===== config.mk =====
export PLATFORM = sky130hd
export DESIGN_NAME = dfs_ctrl
export DESIGN_NICKNAME = d
export VERILOG_FILES = /design/src/dfs_topological_sort_top_defines.svh /design/src/dfs_pkg.sv /design/src/dfs_ctrl.sv
export SDC_FILE = /design/constraint.sdc
export NUM_CORES = 1
export LEC_CHECK = 0
export ABC_AREA = 1
export BUFFER_PORTS_ARGS = -buffer_cell sky130_fd_sc_hd__buf_2
export CAP_MARGIN = 30
export CORE_MARGIN = 2
export CORE_UTILIZATION = 48
export CTS_BUF_LIST = sky130_fd_sc_hd__clkbuf_4 sky130_fd_sc_hd__clkbuf_8 sky130_fd_sc_hd__clkbuf_16
export DETAILED_ROUTE_END_ITERATION = 7
export GPL_ROUTABILITY_DRIVEN = 0
export PLACE_DENSITY = 0.75
export SYNTH_ARGS = -nofsm -noshare
export SYNTH_HDL_FRONTEND = slang
export SYNTH_SLANG_ARGS = --single-unit

===== constraint.sdc =====
create_clock -name clk -period 1.4 [get_ports clk]
set_input_delay 0.14 -clock clk [delete_from_list [all_inputs] [get_ports clk]]
set_output_delay 0.14 -clock clk [all_outputs]
set_load 0.005 [all_outputs]

===== src/dfs_topological_sort_top_defines.svh =====
// Assertion macros for the topological sort block.
// Both sample on the rising edge of clk and are off while rst is high.
`ifndef DFS_TOPOLOGICAL_SORT_TOP_DEFINES_SVH
`define DFS_TOPOLOGICAL_SORT_TOP_DEFINES_SVH

// Check in the same cycle: when ante holds, cons must hold.
`define DFS_ASSERT_NOW(label, ante, cons) \
  label: assert property (@(posedge clk) disable iff (rst) (ante) |-> (cons)) \
    else $error("dfs_topological_sort: same-cycle check failed");

// Next-cycle check: when ante holds, cons must hold at the next edge.
`define DFS_ASSERT_NEXT(label, ante, cons) \
  label: assert property (@(posedge clk) disable iff (rst) (ante) |=> (cons)) \
    else $error("dfs_topological_sort: next-cycle check failed");

`endif


===== src/dfs_pkg.sv =====
`default_nettype none

package dfs_pkg;

  localparam int VERTEX_W         = 6;
  localparam int VCOUNT_W         = 7;
  localparam int MAX_VERTICES_DEF = 64;

  localparam int APB_ADDR_W = 3;
  localparam int APB_DATA_W = 32;

  localparam logic [VCOUNT_W-1:0]     VCOUNT_RESET     = 7'd64;
  localparam logic [APB_ADDR_W-3:0]   REG_VERTEX_COUNT = '0;

  typedef struct packed {
    logic                mode;
    logic [VERTEX_W-1:0] src;
    logic [VERTEX_W-1:0] dst;
  } req_t;

  typedef struct packed {
    logic [VERTEX_W-1:0] vertex;
    logic                last;
  } rsp_t;

  // commands from the controller to the datapath
  typedef struct packed {
    logic cap_in;
    logic edge_rd;
    logic edge_wr;
    logic sort_init;
    logic root_take;
    logic descend;
    logic finish;
    logic pop_load;
    logic clear_adj;
    logic emit_rd;
    logic emit_ld;
    logic emit_next;
  } cmd_t;

  // status from the datapath to the controller
  typedef struct packed {
    logic root_found;
    logic cand_found;
    logic stack_empty;
    logic emit_last;
  } stat_t;

endpackage

`default_nettype wire


===== src/dfs_ctrl.sv =====
`default_nettype none

module dfs_ctrl (
  input  logic           clk,
  input  logic           rst,
  input  logic           req_valid,
  input  logic           req_mode,
  input  logic           rsp_ready,
  input  dfs_pkg::stat_t stat,
  output dfs_pkg::cmd_t  cmd,
  output logic           req_ready,
  output logic           rsp_valid
);

  import dfs_pkg::*;

  typedef enum logic [8:0] {
    S_IDLE     = 9'b000000001,
    S_EDGE_RD  = 9'b000000010,
    S_EDGE_WR  = 9'b000000100,
    S_ROOT     = 9'b000001000,
    S_SCAN     = 9'b000010000,
    S_POP      = 9'b000100000,
    S_EMIT_RD  = 9'b001000000,
    S_EMIT_LD  = 9'b010000000,
    S_EMIT_OUT = 9'b100000000
  } state_t;

  state_t state;
  state_t state_next;

  always_ff @(posedge clk) begin
    if (rst) begin
      state <= S_IDLE;
    end else begin
      state <= state_next;
    end
  end

  always_comb begin
    cmd        = '0;
    state_next = state;
    unique case (state)
      S_IDLE: begin
        if (req_valid) begin
          cmd.cap_in = 1'b1;
          if (req_mode) begin
            cmd.sort_init = 1'b1;
            state_next    = S_ROOT;
          end else begin
            state_next = S_EDGE_RD;
          end
        end
      end
      S_EDGE_RD: begin
        cmd.edge_rd = 1'b1;
        state_next  = S_EDGE_WR;
      end
      S_EDGE_WR: begin
        cmd.edge_wr = 1'b1;
        state_next  = S_IDLE;
      end
      S_ROOT: begin
        if (stat.root_found) begin
          cmd.root_take = 1'b1;
          state_next    = S_SCAN;
        end else begin
          cmd.clear_adj = 1'b1;
          state_next    = S_EMIT_RD;
        end
      end
      S_SCAN: begin
        if (stat.cand_found) begin
          cmd.descend = 1'b1;
        end else begin
          cmd.finish = 1'b1;
          state_next = stat.stack_empty ? S_ROOT : S_POP;
        end
      end
      S_POP: begin
        cmd.pop_load = 1'b1;
        state_next   = S_SCAN;
      end
      S_EMIT_RD: begin
        cmd.emit_rd = 1'b1;
        state_next  = S_EMIT_LD;
      end
      S_EMIT_LD: begin
        cmd.emit_ld = 1'b1;
        state_next  = S_EMIT_OUT;
      end
      S_EMIT_OUT: begin
        if (rsp_ready) begin
          if (stat.emit_last) begin
            state_next = S_IDLE;
          end else begin
            cmd.emit_next = 1'b1;
            state_next    = S_EMIT_RD;
          end
        end
      end
      default: begin
        state_next = S_IDLE;
      end
    endcase
  end

  assign req_ready = (state == S_IDLE);
  assign rsp_valid = (state == S_EMIT_OUT);

endmodule

`default_nettype wire


After elaboration in Yosys (flattened, before gate mapping). Index checks and enable logic that the tools add are counted.

Input bits: 9. Word-level logic and storage cells: 42. Register bits after elaboration: 9. Output and inout port bits: 14.

Eq/ne operators: 12. Reduce and logical (&&, ||, !) cells: 1. Multiplexer cells: 28.

Operators with widths (number): $pmux 9 s8 (1); $mux 9 (3); $mux 1 (19); $mux 7 (2); $eq 9x1->1 const B (1); $eq 9x2->1 const B (1); $eq 9x3->1 const B (1); $eq 9x4->1 const B (1); $eq 9x5->1 const B (1); $eq 9x6->1 const B (1); $eq 9x7->1 const B (1); $eq 9x8->1 const B (1); $eq 9x9->1 const B (1); $mux 6 (1); $ne 2x2->1 const B (3); $mux 4 (1); $reduce_and 3->1 (1); $mux 2 (1).

Logic depth before layout (Yosys ltp).
Depth in word-level cells: 3. Depth in mapped cells: 10. Gate-level depth less buffers: 10.

Worst setup path before layout. OpenSTA, ideal clock, no wires.

Path kind: reg2reg. Start point: register state[2]. End point: register state[8]. Slack: 0.186 ns. Path buffers: 1. Clock period less this slack: 1.214 ns. Cell stages (with the launch flop): 10. Setup time: 0.113 ns. Arrival time: 1.101 ns. Required time: 1.287 ns. Cell sequence: dfxtp_1 > nor2_4 > nand3_2 > nor2_4 > nand2_2 > nand3_2 > buf_6 > nand2_1 > nand2_1 > nor2_1.

Longest elaborated chain between the ends: 3. Elaborated cells between the ends (all ways): 13. Classes of those cells: 11 x eq/ne; 1 x mux; 1 x reduce/logical.

Ends and longest elaborated chain: start: declaration (line dfs_ctrl.sv:29) `state_t state;`; start signal: assignment (line dfs_ctrl.sv:36) `state <= state_next;`; $eq 9x1->1 *; net req_ready (line dfs_ctrl.sv:11) `output logic req_ready,`; $ne 2x2->1 (no line); $reduce_and 3->1 (no line).

The timed path passes the listed nets; every way through them passes the cells marked *. A chain may end at the register's enable or synchronous reset.

Final worst setup path.
Start point: register state[6]. End point: output req_ready.

Longest elaborated chain between the ends: 1.

Ends and longest elaborated chain: $eq 9x1->1 (line dfs_ctrl.sv:108) `assign req_ready = (state == S_IDLE);`; end: declaration (line dfs_ctrl.sv:11).

No other way between the ends.

==> metrics.txt <==
minimum clock period after layout=about 1.4 ns; share of layout cells above drive strength 1=0.487; area of the mapped netlist=approximately 680 sq um; cell with the most instances after synthesis=nand2_1; CTS tree=done; worst-skew pair later-pin latency=0.26 ns; ys async rst share=0; DR WL/cell=11.6 um; Die X=between 40 and 50 um; Ant. Diodes=0; actual slew at the worst max-slew pin=0.247 ns; Max Freq=701 MHz; I/O Buffers=22; clock sink total=9; kind of critical path=flop to output port; largest net degree at the start of global routing=12; first-pass GRT wire length=~3000 um; CP max FO=4; via count=829; via count of the first global-routing pass=744; main area contributors after synthesis=dfxtp_1, nand2_1, nor2_1; final core utilization=0.755; Nets=160; Die Ht=41.6 um; violated checks=negative setup slack; floorplan row count=13; DPL Wire Length=1290 um; RSZ-0062 raised after global routing=yes; top flop regs=state (9); syn nets=around 120; Synth warnings=0; Hold Fails Final Rpt=0; register area share after synthesis=0.266; GRT overflow=0; number of synthesized flops with an enable pin=0; Reg with most FFs=state; Clock Root Buffer=clkbuf_4; Ports=23; DP Worst Slack=0.0424 ns; R2R Setup Slk=0.02 ns; P_leak=0.580 nW; max cap viols=0; Syn Area/Cell=around 5.9 sq um; Final WS setup=-0.0265 ns; DRT iter0 DRCs=22; Detailed Route WL=1910 um; max-slew violation count=0; number of buffers created by CTS=3; drt pass-1 iters=4; status=finished, violations left; clk_skew=0.00698 ns; Area Overhead vs Synth=46.7%; Die ar.=1730 sq um; WP data required=1.26 ns; setup TNS=-0.0793 ns; global-route usage over all layers=0.225; final setup vio count=5; Largest register FFs=9; Worst VDD drop=1120 uV; period utilisation layout=1.02; Seq cells post-synth=9; synth unique cells=17; Worst Hold Slack=0.116 ns; Final ANT Viol Nets=0; Pwr Density=2130 nW/um^2; H-tree depth=1; Hold Crit Class=input pin to flop; vias per cell=about 5; synth cell count leaders=nand2_1, nor2_1, inv_1; Clock transition at path regs=0.06 ns; CP startpoint kind=flop; Max-slew headroom=0.834; maximum clock path buffer count=2; effective utilization at floorplan=0.515; Worst EP arrival=around 1.3 ns; total core area=1320 sq um; Synth Flop Type=dfxtp_1; area leader, netlist=dfxtp_1; Synth Instances=roughly 120; Setup crit end kind=output port; initial antenna violation count=0; Yosys top cell area share=0.266; DRC=0
## worst paths after layout
| kind | start | to | depth (start not counted) |
|---|---|---|---|
| setup / recovery | state[6] | req_ready | 5 |
| hold / removal | rst | state[5] | 2 |
| setup reg to reg | state[6] | state[3] | 9 |
| hold reg to reg | state[8] | state[8] | 4 |
## critical path, stage by stage, from the launching register on
cell and delay (ns):
dfxtp_2 0.34, nor2_4 0.15, buf_4 0.14, nand3_4 0.10, nor2_4 0.17, buf_2 0.13
## cells by family (layout without fill, tap and decap cells)
| logic type | Yosys count | count (layout) | share of synthesized area |
|---|---|---|---|
| flip-flops | 9 | 9 | 0.266 |
| buffers and inverters | 24 | 58 | 0.144 |
| AO/OA/AOI/OAI | 3 | 3 | 0.0240 |
| AND/OR/NAND/NOR | 79 | 80 | 0.566 |
## layout make-up
type | instances | area, sq um
inverters | 23 | 86.3
flip-flops and latches | 9 | 189
fillers | 109 | 323
multi-input cells | 83 | 493
clock buffers | 4 | 30.0
well taps | 15 | 18.8
repair buffers | 31 | 178
## through the flow
stage                     total power, W  std cells  cell area (sq um)
after global routing             0.00230        165                995
after detailed placement         0.00148        152                803
after global placement           0.00147        152                803
after CTS                        0.00191        162                933
after floorplan                  0.00126        115                678
final                            0.00212        165                995
## cells in the final DEF (no fill, tap or decap), types with 4 or more instances in the layout
cell type,instances
nand2_1,23
nor2_1,23
buf_2,22
inv_1,18
nor2_4,9
buf_4,9
dfxtp_2,7
nand2_2,6
inv_2,4
nand3_2,4
nor3_1,4
clkbuf_4,4
## power breakdown
part | internal, W | switching, W
registers | 0.000350 | 0.0000935
logic | 0.000581 | 0.000882
clock network | 0.000129 | 0.0000863
## per-layer routing
layer  wire length (um)  global-route usage  up-vias  part of all wire
met2                944               0.388       49              0.50
met4                 42               0.148        0             0.022
met5                  0                   0        -                 0
li1                   -                   -      415                 -
met3                129              0.0261        8             0.068
met1                790               0.258      357              0.41
## repair_timing
action | in CTS | in global routing
resized for setup | 17 | 13
endpoints found under the setup margin | 8 | 20
hold buffers | 0 | 0
setup buffers | 6 | 2
pin swaps | 11 | 9
gates cloned | 0 | 1
Power figures use the tool's default switching activity.
